===== config.mk =====
export PLATFORM = sky130hd
export DESIGN_NAME = bfa_byte_rmw
export DESIGN_NICKNAME = d
export VERILOG_FILES = /design/src/design/bfa_pkg.sv /design/src/design/bfa_byte_rmw.sv
export SDC_FILE = /design/constraint.sdc
export NUM_CORES = 1
export LEC_CHECK = 0
export BUFFER_PORTS_ARGS = -buffer_cell sky130_fd_sc_hd__buf_2
export CORE_AREA = 5 5 42 44
export DETAILED_ROUTE_END_ITERATION = 12
export DIE_AREA = 0 0 47 49
export GPL_TIMING_DRIVEN = 0
export SLEW_MARGIN = 10
export SYNTH_ARGS = -nofsm -noshare
export SYNTH_HDL_FRONTEND = slang
export SYNTH_SLANG_ARGS = --single-unit

===== constraint.sdc =====
create_clock -name vclk -period 3.1
set_clock_uncertainty 0.1 [all_clocks]
set_input_delay 0.775 -clock vclk [all_inputs]
set_output_delay 0.775 -clock vclk [all_outputs]
set_load 0.1 [all_outputs]

===== src/design/bfa_pkg.sv =====
// Shared types and constants for the bitmap frame allocator.
`timescale 1ns / 1ps
package bfa_pkg;

    localparam int ADDR_W     = 32;
    localparam int FRAME_SH   = 12;
    localparam int FRAME_W    = ADDR_W - FRAME_SH;
    localparam int END_W      = FRAME_W + 1;
    localparam int CFG_IDX_W  = 1;
    localparam int CFG_DATA_W = 32;

    localparam logic [ADDR_W-1:0] NO_FRAME      = 32'hFFFF_FFFF;
    localparam logic [ADDR_W-1:0] USABLE_TYPE   = 32'd1;
    localparam logic [END_W-1:0]  LOW_RESERVED  = 21'd256;
    localparam logic [7:0]        BYTE_FULL     = 8'hFF;

    localparam logic [CFG_IDX_W-1:0] REG_KSTART = 1'd0;
    localparam logic [CFG_IDX_W-1:0] REG_KEND   = 1'd1;

    typedef enum logic [1:0] {
        CMD_ALLOC       = 2'd0,
        CMD_FREE        = 2'd1,
        CMD_ADD_REGION  = 2'd2,
        CMD_FINISH_INIT = 2'd3
    } t_cmd;

    typedef enum logic [2:0] {
        S_CLEAR,
        S_IDLE,
        S_SCAN,
        S_RSTART,
        S_RANGE,
        S_RDRAIN,
        S_FIN
    } t_state;

    typedef struct packed {
        logic       is_first;
        logic       is_last;
        logic [2:0] lo;
        logic [2:0] hi;
        logic       used;
    } t_rmw_ctl;

endpackage


===== src/design/bfa_byte_rmw.sv =====
// Modify logic for one map byte: range set/clear mask and lowest-free-bit pick.
`timescale 1ns / 1ps
module bfa_byte_rmw (
    input  logic              [7:0] i_data,
    input  bfa_pkg::t_rmw_ctl       i_ctl,
    output logic              [7:0] o_range_data,
    output logic                    o_free_found,
    output logic              [2:0] o_free_bit,
    output logic              [7:0] o_alloc_data
);
    import bfa_pkg::*;

    logic [2:0] lo;
    logic [2:0] hi;
    logic [7:0] mask;

    assign lo = i_ctl.is_first ? i_ctl.lo : 3'd0;
    assign hi = i_ctl.is_last  ? i_ctl.hi : 3'd7;

    always_comb begin
        for (int k = 0; k < 8; k++) begin
            mask[k] = (3'(k) >= lo) && (3'(k) <= hi);
        end
    end

    assign o_range_data = i_ctl.used ? (i_data | mask) : (i_data & ~mask);

    // Lowest clear bit wins.
    always_comb begin
        o_free_bit = 3'd0;
        for (int k = 7; k >= 0; k--) begin
            if (!i_data[k]) begin
                o_free_bit = 3'(k);
            end
        end
    end

    assign o_free_found = (i_data != BYTE_FULL);
    assign o_alloc_data = i_data | (8'd1 << o_free_bit);

endmodule

# After elaboration in Yosys (flattened, before gate mapping)
# Cells that the tools add are included.
classes:
  add_sub_neg: 0
  n_eq_ne: 1
  bitwise: 4
  n_reduce_logical: 8
  div: 0
  magnitude_cmp: 16
  shifts: 1
  mux: 11
  n_mul: 0
ops:
  columns: ["cell", "n"]
  rows:
  - ["$mux 3", 10]
  - ["$or 8x8->8", 2]
  - ["$ge 3x3->1 const A", 4]
  - ["$le 3x3->1 const A", 4]
  - ["$and 8x8->8", 1]
  - ["$logic_and 1x1->1", 8]
  - ["$mux 8", 1]
  - ["$ne 8x8->1 const B", 1]
  - ["$not 8->8", 1]
  - ["$shl 1x3->8 const A", 1]
  - ["$ge 1x3->1 const A", 2]
  - ["$ge 2x3->1 const A", 2]
  - ["$le 1x3->1 const A", 2]
  - ["$le 2x3->1 const A", 2]
word_totals:
  inputBits: 17
  out_inout_bits: 20
  ram_bits: 0
  mem_bits_ro: 0
  latch_bits: 0
  regBits: 0
  memories: 0

# Logic depth before layout (Yosys ltp)
# Gate-level depths: netlist (run 1).
logic_depth:
  word_depth: 10
  mapped_depth: 3

# Worst setup path after synthesis (run 1)
# OpenSTA, ideal clock, no wires.
synth_path:
  path_type: "input to output"
  startpoint: "in i_data[6]"
  endpoint: "out o_free_bit[0]"
  path_buffers: 0
  t_arrival_ns: 2.498
  stages: 3
  path_slack_ns: -0.273
  path_cell_list: "nor2b_1 -> o21ai_0 -> a31oi_1"
synth_via:
  elab_chain_len: 7
synth_rtl:
  columns: ["element", "line", "rtl"]
  rows:
  - ["from (decl)", "bfa_byte_rmw.sv:4", "input logic [7:0] i_data,"]
  - ["$mux 3 (7 in a row)", "bfa_byte_rmw.sv:32", "if (!i_data[k]) begin"]
  - ["to (decl)", "bfa_byte_rmw.sv:8", "output logic [2:0] o_free_bit,"]
# No other way between the ends.

# Worst setup path in the final report (run 1)
layout_path:
  startpoint: "in i_ctl[7] in the netlist's numbering"
  endpoint: "out o_range_data[1]"
layout_via:
  elab_chain_len: 6
layout_rtl:
  columns: ["element", "line", "rtl"]
  rows:
  - ["from (decl)", "bfa_byte_rmw.sv:5", "input bfa_pkg::t_rmw_ctl i_ctl,"]
  - ["$mux 3 (*)", "bfa_byte_rmw.sv:18", "assign hi = i_ctl.is_last ? i_ctl.hi : 3'd7;"]
  - ["$le 1x3->1 (*)", "bfa_byte_rmw.sv:22", "mask[k] = (3'(k) >= lo) && (3'(k) <= hi);"]
  - ["$logic_and 1x1->1 (*)", "bfa_byte_rmw.sv:22", null]
  - ["$not 8->8", "bfa_byte_rmw.sv:26", "assign o_range_data = i_ctl.used ? (i_data | mask) : (i_data & ~mask);"]
  - ["$and 8x8->8", "bfa_byte_rmw.sv:26", null]
  - ["$mux 8 (*)", "bfa_byte_rmw.sv:26", null]
  - ["to (decl)", "bfa_byte_rmw.sv:6", "output logic [7:0] o_range_data,"]
# Mark *: on every way between the ends. The rest lies on a longest branch, timed or not.

==> results by group, run 1 <==
CTS
  – Post-CTS Setup Bufs: 0
  – Hold Buf Count CTS: 0
  – Cts repair resizes: 0

Floorplanning
  – Ports: 37
  – Core area: 0.00140 sq mm
  – Die footprint: 0.00230 sq mm
  – Number of core rows: 14
  – Die H: a little under 50 um
  – Initial core utilization: about a quarter
  – Chip Width: 47 um

Finish
  – P&R area growth vs syn: 58.9%
  – Diode count: 0
  – Multi-input gate area: ~330 sq um
  – Total number of sequential cells: 0
  – Seq. cell area: 0 sq um
  – # fillers: 161
  – Final Net Count: 107
  – Number of clock-tree buffers in the layout: 0
  – Core Util, Final: between 30% and 40%
  – Layout cell share with drive strength beyond 1: between 50 and 60%

Status
  – Outcome: finished clean

Routing
  – Via density per instance: roughly 5.0
  – Drt drc: 0
  – WL/cell: between 10 and 15 um
  – First-pass detailed-route iteration total: 2
  – Final ANT Viol Nets: 0
  – Via count: slightly above 500
  – Starting DRT DRC Count: 3
  – Drt total wl: between 1000 and 1500 um

Power and ir drop
  – Sw Share: 80.3%
  – Leak pwr: 0.295 nW
  – Int Power: between 0.04 and 0.05 mW
  – Reg power frac: 0%
  – Tot Pwr: between 0.2 and 0.25 mW
  – Clock Power Share: 0%
  – Switch Pwr: around 0.17 mW
  – Comb power frac: 100.0%
  – PwrDens: about 370 mW/mm^2
  – Max VDD drop: around 0.18 mV

Critical path
  – Arr. time, crit path: ~1900 ps
  – CP Max Fanout: 5
  – Worst Setup Path Type: in -> out
  – CP endpoint kind: output port
  – CP Launch Type: input pin
  – Setup crit start: i_ctl[7]
  – WP data required: about 2200 ps

Synthesis
  – Post-synthesis cell type count: 28
  – Top cells by area, synth: mux2_2 (19%), o21ai_0 (8.6%), nand2_1 (6.4%)
  – Post-synth net total: between 60 and 70
  – Post-synthesis cell count: 52
  – Ys Warns: 0
  – Seq/Total Area, Yosys: 0%
  – Yosys top cell area share: between 10% and 20%
  – Mapped cell area: about 350 sq um
  – Dominant cell type by area after synthesis: mux2_2
  – Average cell area after synthesis: just under 7 sq um

GRT
  – Vias in the first global route: about 470
  – Met2 Use GR: between 15 and 20%
  – GR peak layer: met2
  – Total Routing Usage GR: 10.0%
  – Initial antenna violation count: 0
  – Met3 track demand over resource: under 10%
  – First-pass GRT wire length: just under 2000 um
  – Grt ovf: 0
  – GRT met1 Usage: between 10% and 20%
  – Pin count of the biggest net entering global routing: 9

Placed design
  – Port bufs: 36
  – Estimated wirelength of the detail-placed design: 1020 um
  – Final GP Congestion: ~0.68

Hold path
  – Hold_sp: i_data[7]
  – Hold WC Path Type: in -> out

Job
  – Max Cap Viol: 0

Timing
  – Max-slew violation count: 0
  – Final setup violation count: 0
  – FMAX: between 0.3 and 0.4 GHz
  – Final period utilization: between 90 and 100%
  – Final hold vios: 0
  – Setup TNS: 0 ps
  – RSZ-0062 raised after global routing: no
  – Min Tclk post-route: ~2800 ps
[synthesized netlist by cell type (2+ instances only)]
| master | n |
|---|---|
| nor2_1 | 3 |
| a21oi_1 | 2 |
| nand2b_1 | 2 |
| inv_1 | 4 |
| a31oi_1 | 2 |
| nand2_1 | 6 |
| o21ai_0 | 6 |
| or2_2 | 2 |
| mux2_2 | 6 |
[cell type report]
cell class                      count  share of cell area, %
Tap cell                           16                   3.60
Timing Repair Buffer               36                   32.4
Multi-Input combinational cell     46                   59.3
Inverter                            5                   3.37
Buffer                              1                   1.35
[metrics by stage]
step / worst slack (ps) / cells / hold WS [ps] / area (sq um)
final: 280 / 104 / 1930 / 557
after global routing: 249 / 104 / 1970 / 557
after CTS: 273 / 104 / 1930 / 557
after detailed placement: 275 / 104 / 1930 / 557
after global placement: 269 / 104 / 1920 / 557
after floorplan: 52.8 / 52 / 1740 / 357
[worst max-delay path, stage by stage]
cell and delay, ps:
buf_2 130, inv_2 60, o41ai_2 330, mux2_1 350
buf_2 290
[logic make-up (layout without fill, tap and decap cells)]
kind of cell / Yosys count / after routing / share of synthesized area, %
multiplexers: 8 / 8 / 26.8
other: 1 / 1 / 1.07
AND/OR/NAND/NOR: 17 / 17 / 23.6
AO/OA/AOI/OAI: 20 / 20 / 41.1
buffers and inverters: 6 / 42 / 7.50
[worst paths after layout]
| check | endpoint | depth (start not counted) | slack [ps] |
|---|---|---|---|
| min | o_free_found | 3 | 1930 |
| max | o_range_data[1] | 5 | 280 |
[routing by layer]
metal	part of all wire [%]	routed length, um
met1	46	549
met2	42	497
met3	12	142
met4	0	0
met5	0	0
[cells in the final DEF, fill, tap and decap left out]
cell,count
a21o_1,1
a21oi_1,2
a22oi_1,1
a31o_2,1
a31oi_1,1
a31oi_2,1
a32oi_1,1
a41o_1,1
and3_1,1
buf_2,36
buf_4,1
conb_1,1
inv_1,4
inv_2,1
mux2_1,1
mux2_2,6
mux2_4,1
nand2_1,6
nand2b_1,2
nand3_1,1
nand4_1,1
nor2_1,3
nor2b_1,1
o211ai_1,1
o21a_1,1
o21ai_0,6
o31ai_1,1
o32a_1,1
o41ai_2,1
or2_2,2
[power by group through the flow]
| stage | sequential [mW] | clock, mW | combinational (mW) |
|---|---|---|---|
| after detailed placement | 0 | 0 | 0.206 |
| after CTS | 0 | 0 | 0.207 |
| final | 0 | 0 | 0.206 |
| after global placement | 0 | 0 | 0.206 |
| after floorplan | 0 | 0 | 0.166 |
| after global routing | 0 | 0 | 0.215 |
Power figures use the tool's default switching activity.
==> inputs of run 2 (changes only) <==
- clock period: 3.1 -> 2.9 ns (I/O delays scaled with it)
==> results by group, run 2 (same netlist as run 1, synthesis figures left out) <==
Floorplanning
  – Number of core rows: 14 (unchanged)
  – Die footprint: 0.00230 sq mm (unchanged)
  – Core area: 0.00140 sq mm (unchanged)
  – Die H: 49 um (unchanged)
  – Ports: 37 (unchanged)
  – Initial core utilization: 25.0% (unchanged)
  – Chip Width: 47 um (unchanged)

Critical path
  – CP endpoint kind: output port
  – Worst Setup Path Type: in -> out
  – CP Cell Sequence: buf_2 -> inv_2 -> o41ai_2 -> mux2_1 -> buf_2
  – CP Max Fanout: 5 (unchanged)
  – Most frequent CP cell: buf_2
  – CP Launch Type: input pin
  – Arr. time, crit path: 1900 ps (-40 ps)
  – Slowest-stage cell, CP: o41ai_2
  – CP max stage delay: 350 ps (about the same)
  – WP data required: 2080 ps (-140 ps)

Finish
  – Final Net Count: 107 (unchanged)
  – Number of clock-tree buffers in the layout: 0 (unchanged)
  – Layout cell share with drive strength beyond 1: 58.0% (+1.1 points)
  – # fillers: 165 (+2.5%)
  – Seq. cell area: 0 sq um (unchanged)
  – Most frequent cells in the layout: buf_2 (36), nand2_1 (6), mux2_2 (6), o21ai_0 (6), inv_1 (4)
  – Diode count: 0 (unchanged)
  – Total number of sequential cells: 0 (unchanged)
  – P&R area growth vs syn: 59.6%
  – Commonest non-fill, non-tap cell in the layout: buf_2

Timing
  – Final period utilization: between 90% and 100%
  – Final setup violation count: 0 (unchanged)
  – Max-slew violation count: 0 (unchanged)
  – RSZ-0062 raised after global routing: no
  – FMAX: around 0.37 GHz
  – Final hold vios: 0 (unchanged)
  – Setup TNS: 0 ps (unchanged)
  – Post-route setup slack: 174 ps (-106 ps)
  – Min Tclk post-route: 2730 ps

Routing
  – Starting DRT DRC Count: 11 (+8)
  – Met3 wire len: 173 um (+22%)
  – WL met1: 543 um (-1.1%)
  – WL/cell: 12.0 um (+5.1%)
  – Met2 routed WL: 534 um (+7.4%)
  – Via density per instance: 5.07 (+2.3%)
  – Top routing layer in use: met3
  – First-pass detailed-route iteration total: 4 (+2)
  – Drt drc: 0 (unchanged)
  – Via count: 527 (+2.3%)
  – Drt total wl: 1250 um (+5.1%)
  – Final ANT Viol Nets: 0 (unchanged)

Placed design
  – Estimated wirelength of the detail-placed design: 1060 um (+4.4%)
  – Final GP Congestion: 0.774 (+14%)
  – Port bufs: 36 (unchanged)
  – Place WS: 156 ps (-119 ps)

GRT
  – Grt ovf: 0 (unchanged)
  – Total Routing Usage GR: 10.6% (+0.56 points)
  – First-pass GRT wire length: 2020 um (+5.0%)
  – Initial antenna violation count: 0 (unchanged)
  – Pin count of the biggest net entering global routing: 9 (unchanged)
  – Vias in the first global route: 499 (+5.7%)

CTS
  – Hold Buf Count CTS: 0 (unchanged)
  – Post-CTS Setup Bufs: 0 (unchanged)
  – Cts repair resizes: 0 (unchanged)

Power and ir drop
  – PwrDens: 396 mW/mm^2 (+7.0%)
  – Max VDD drop: 0.178 mV (-1.3%)
  – Leak pwr: 0.295 nW (about the same)

Hold path
  – Hold WC Path Type: in -> out

Job
  – Max Cap Viol: 0 (unchanged)

Status
  – Outcome: finished clean
[run 2: critical path: cells and delay by family]
kind                   cells  cell delay, ps
AO/OA/AOI/OAI              1             350
buffers and inverters      3             480
multiplexers               1             350
[run 2: worst paths after layout]
path	start	to	slack, ps	depth (start not counted)
worst max-delay path	i_ctl[7]	o_range_data[1]	170	5
worst min-delay path	i_data[7]	o_free_found	1830	3
[run 2: layer usage]
metal | GRT usage [%] | vias to the layer above
li1 | - | 268
met1 | 15.4 | 232
met2 | 16.1 | 27
met3 | 3.32 | 0
met4 | 0 | 0
met5 | 0 | -
[run 2: final cells by class]
| cell class | instances | area, sq um | area share [%] |
|---|---|---|---|
| repair buffers | 36 | 180 | 32.2 |
| multi-input cells | 46 | 333 | 59.5 |
| plain buffers | 1 | 7.51 | 1.34 |
| inverters | 5 | 18.8 | 3.36 |
| well taps | 16 | 20.0 | 3.58 |
[run 2: through the flow]
step | total power, mW | instance area (sq um) | hold slack [ps] | instances | util [%]
6_report | 0.221 | 559 | 1830 | 104 | 39.9
5_1_grt | 0.231 | 559 | 1880 | 104 | 39.9
4_1_cts | 0.222 | 559 | 1830 | 104 | 39.9
3_5_place_dp | 0.222 | 559 | 1830 | 104 | 39.9
3_3_place_gp | 0.221 | 559 | 1830 | 104 | 39.9
2_1_floorplan | 0.178 | 359 | 1640 | 52 | -
[run 2: where the power goes]
| part | internal, mW | switching, mW | total [mW] |
|---|---|---|---|
| logic | 0.0435 | 0.178 | 0.221 |
| registers | 0 | 0 | 0 |
| clock network | 0 | 0 | 0 |
| total | 0.0435 | 0.178 | 0.221 |
==> inputs of run 3 (changes only) <==
- ABC_AREA: default -> 1
==> results by group, run 3 <==
Status
  – Outcome: finished clean

Critical path
  – CP endpoint kind: output port
  – Arr. time, crit path: 1850 ps (-50 ps)
  – Worst Setup Path Type: in -> out
  – Worst Setup EP: o_range_data[1]
  – CP Launch Type: input pin
  – Setup crit start: i_ctl[3]
  – WP data required: 2080 ps (about the same)
  – CP Max Fanout: 3 (-2)

Floorplanning
  – Chip Width: 47 um (unchanged)
  – Die footprint: 0.00230 sq mm (unchanged)
  – Initial core utilization: 26.3% (+1.3 points)
  – Die H: 49 um (unchanged)
  – Number of core rows: 14 (unchanged)
  – Core area: 0.00140 sq mm (unchanged)
  – Ports: 37 (unchanged)

Synthesis
  – Yosys top cell area share: 30.6% (+11 points)
  – Post-synth net total: 99 (+43%)
  – Dominant cell type by area after synthesis: nand2_1
  – Post-synthesis cell type count: 18 (-36%)
  – Top-count cell post-synth: nand2_1
  – Top cells by area, synth: nand2_1 (31%), o21ai_0 (15%), inv_1 (13%)
  – Ys Warns: 0 (unchanged)
  – Mapped cell area: 368 sq um (+5.0%)
  – Post-synth top cells: nand2_1 (30), inv_1 (13), o21ai_0 (11), nand3_1 (8), nor2_1 (4)
  – Seq/Total Area, Yosys: 0% (unchanged)
  – Average cell area after synthesis: 4.49 sq um (-33%)
  – Post-synthesis cell count: 82 (+58%)

GRT
  – Total Routing Usage GR: 10.8% (+0.21 points)
  – Grt ovf: 0 (unchanged)
  – First-pass GRT wire length: 2040 um (+0.69%)
  – Vias in the first global route: 500 (+0.20%)
  – Pin count of the biggest net entering global routing: 8 (-1)
  – Initial antenna violation count: 0 (unchanged)

Timing
  – Min Tclk post-route: 2680 ps (-46.9 ps)
  – Final period utilization: 92.4% (-1.6 points)
  – RSZ-0062 raised after global routing: no
  – Max-slew violation count: 0 (unchanged)
  – Post-route setup slack: 221 ps (+46.9 ps)
  – Setup TNS: 0 ps (unchanged)
  – FMAX: 0.373 GHz (+1.8%)
  – Final hold vios: 0 (unchanged)
  – Final setup violation count: 0 (unchanged)

Routing
  – Via density per instance: 4.50 (-11%)
  – Via count: 603 (+14%)
  – WL/cell: 9.13 um (-24%)
  – Drt drc: 0 (unchanged)
  – First-pass detailed-route iteration total: 4 (unchanged)
  – Starting DRT DRC Count: 4 (-7)
  – Final ANT Viol Nets: 0 (unchanged)
  – Drt total wl: 1220 um (-2.2%)

Placed design
  – Place WS: 223 ps (+66.9 ps)
  – Cell Area, Placed: 609 sq um (+8.9%)
  – Final GP Congestion: 0.820 (+6.0%)
  – Estimated wirelength of the detail-placed design: 1110 um (+4.0%)
  – Port bufs: 36 (unchanged)

Finish
  – Diode count: 0 (unchanged)
  – P&R area growth vs syn: 65.6%
  – Seq. cell area: 0 sq um (unchanged)
  – Post-route cell area: 609 sq um (+8.9%)
  – Core Util, Final: 43.5% (+3.6 points)
  – Layout cell share with drive strength beyond 1: 44.1% (-14 points)
  – Total number of sequential cells: 0 (unchanged)
  – Number of clock-tree buffers in the layout: 0 (unchanged)
  – Most frequent cells in the layout: buf_2 (36), nand2_1 (30), inv_1 (13)
  – Commonest non-fill, non-tap cell in the layout: buf_2
  – Final Net Count: 137 (+28%)

Power and ir drop
  – Leak pwr: 0.382 nW (+30%)
  – Max VDD drop: 0.182 mV (+2.2%)
  – Tot Pwr: 0.238 mW (+7.6%)
  – PwrDens: 391 mW/mm^2 (-1.2%)

CTS
  – Post-CTS Setup Bufs: 0 (unchanged)
  – Hold Buf Count CTS: 0 (unchanged)
  – Cts repair resizes: 0 (unchanged)

Job
  – Max Cap Viol: 0 (unchanged)

Hold path
  – Hold WC Path Type: in -> out
run 3: changes by cell type in the layout (fill, tap and decap cells not counted), moves of 3 or more:
cell	before	now
nand2_1	6	30
o21ai_1	0	3
mux2_2	6	0
o21ai_2	0	7
inv_1	4	13
nand3_1	1	8
run 3: critical path, stage by stage:
cell	delay (ps)
buf_2	100
inv_1	70
nand3_1	130
o21ai_0	250
nand2_1	80
o21ai_1	70
buf_2	440
run 3: final cells by class:
cell class	count	area (sq um)
tap	16	20.0
fill	172	792
inverter	15	56.3
buffer	1	7.51
multi-input combinational	66	345
timing repair buffer	36	180
run 3: metrics by stage:
| stage | hold WS (ps) | instances |
|---|---|---|
| after floorplan | 1580 | 82 |
| after global placement | 1800 | 134 |
| after detailed placement | 1800 | 134 |
| after CTS | 1800 | 134 |
| after global routing | 1810 | 134 |
| final | 1800 | 134 |
run 3: per-layer routing:
| layer | vias to the layer above | GRT usage (%) | share of wire, % |
|---|---|---|---|
| met2 | 17 | 19.0 | 50 |
| met5 | - | 0 | 0 |
| met3 | 0 | 0.738 | 8.5 |
| li1 | 334 | - | - |
| met4 | 0 | 0 | 0 |
| met1 | 252 | 14.8 | 42 |
run 3: worst min path at each step:
stage / start / endpoint / slack, ps / depth (start not counted)
2_1_floorplan: i_data[0] / o_free_bit[0] / 1580 / 2
3_3_place_gp: i_data[1] / o_free_bit[0] / 1800 / 3
3_5_place_dp: i_data[1] / o_free_bit[0] / 1800 / 3
4_1_cts: i_data[1] / o_free_bit[0] / 1800 / 3
5_1_grt: i_data[1] / o_free_bit[0] / 1810 / 3
6_report: i_data[1] / o_free_bit[0] / 1800 / 3
run 3: cells by family after synthesis:
logic type | after synthesis | share of synthesized area, %
and+or+nand+nor | 47 | 55.4
AOI/OAI and AO/OA | 18 | 26.2
buffers and inverters | 16 | 17.3
other | 1 | 1.02
run 3: where the power goes:
part,leakage [nW],switching [mW],internal (mW)
clock network,0,0,0
registers,0,0,0
logic,0.382,0.197,0.0412
total,0.382,0.197,0.0412
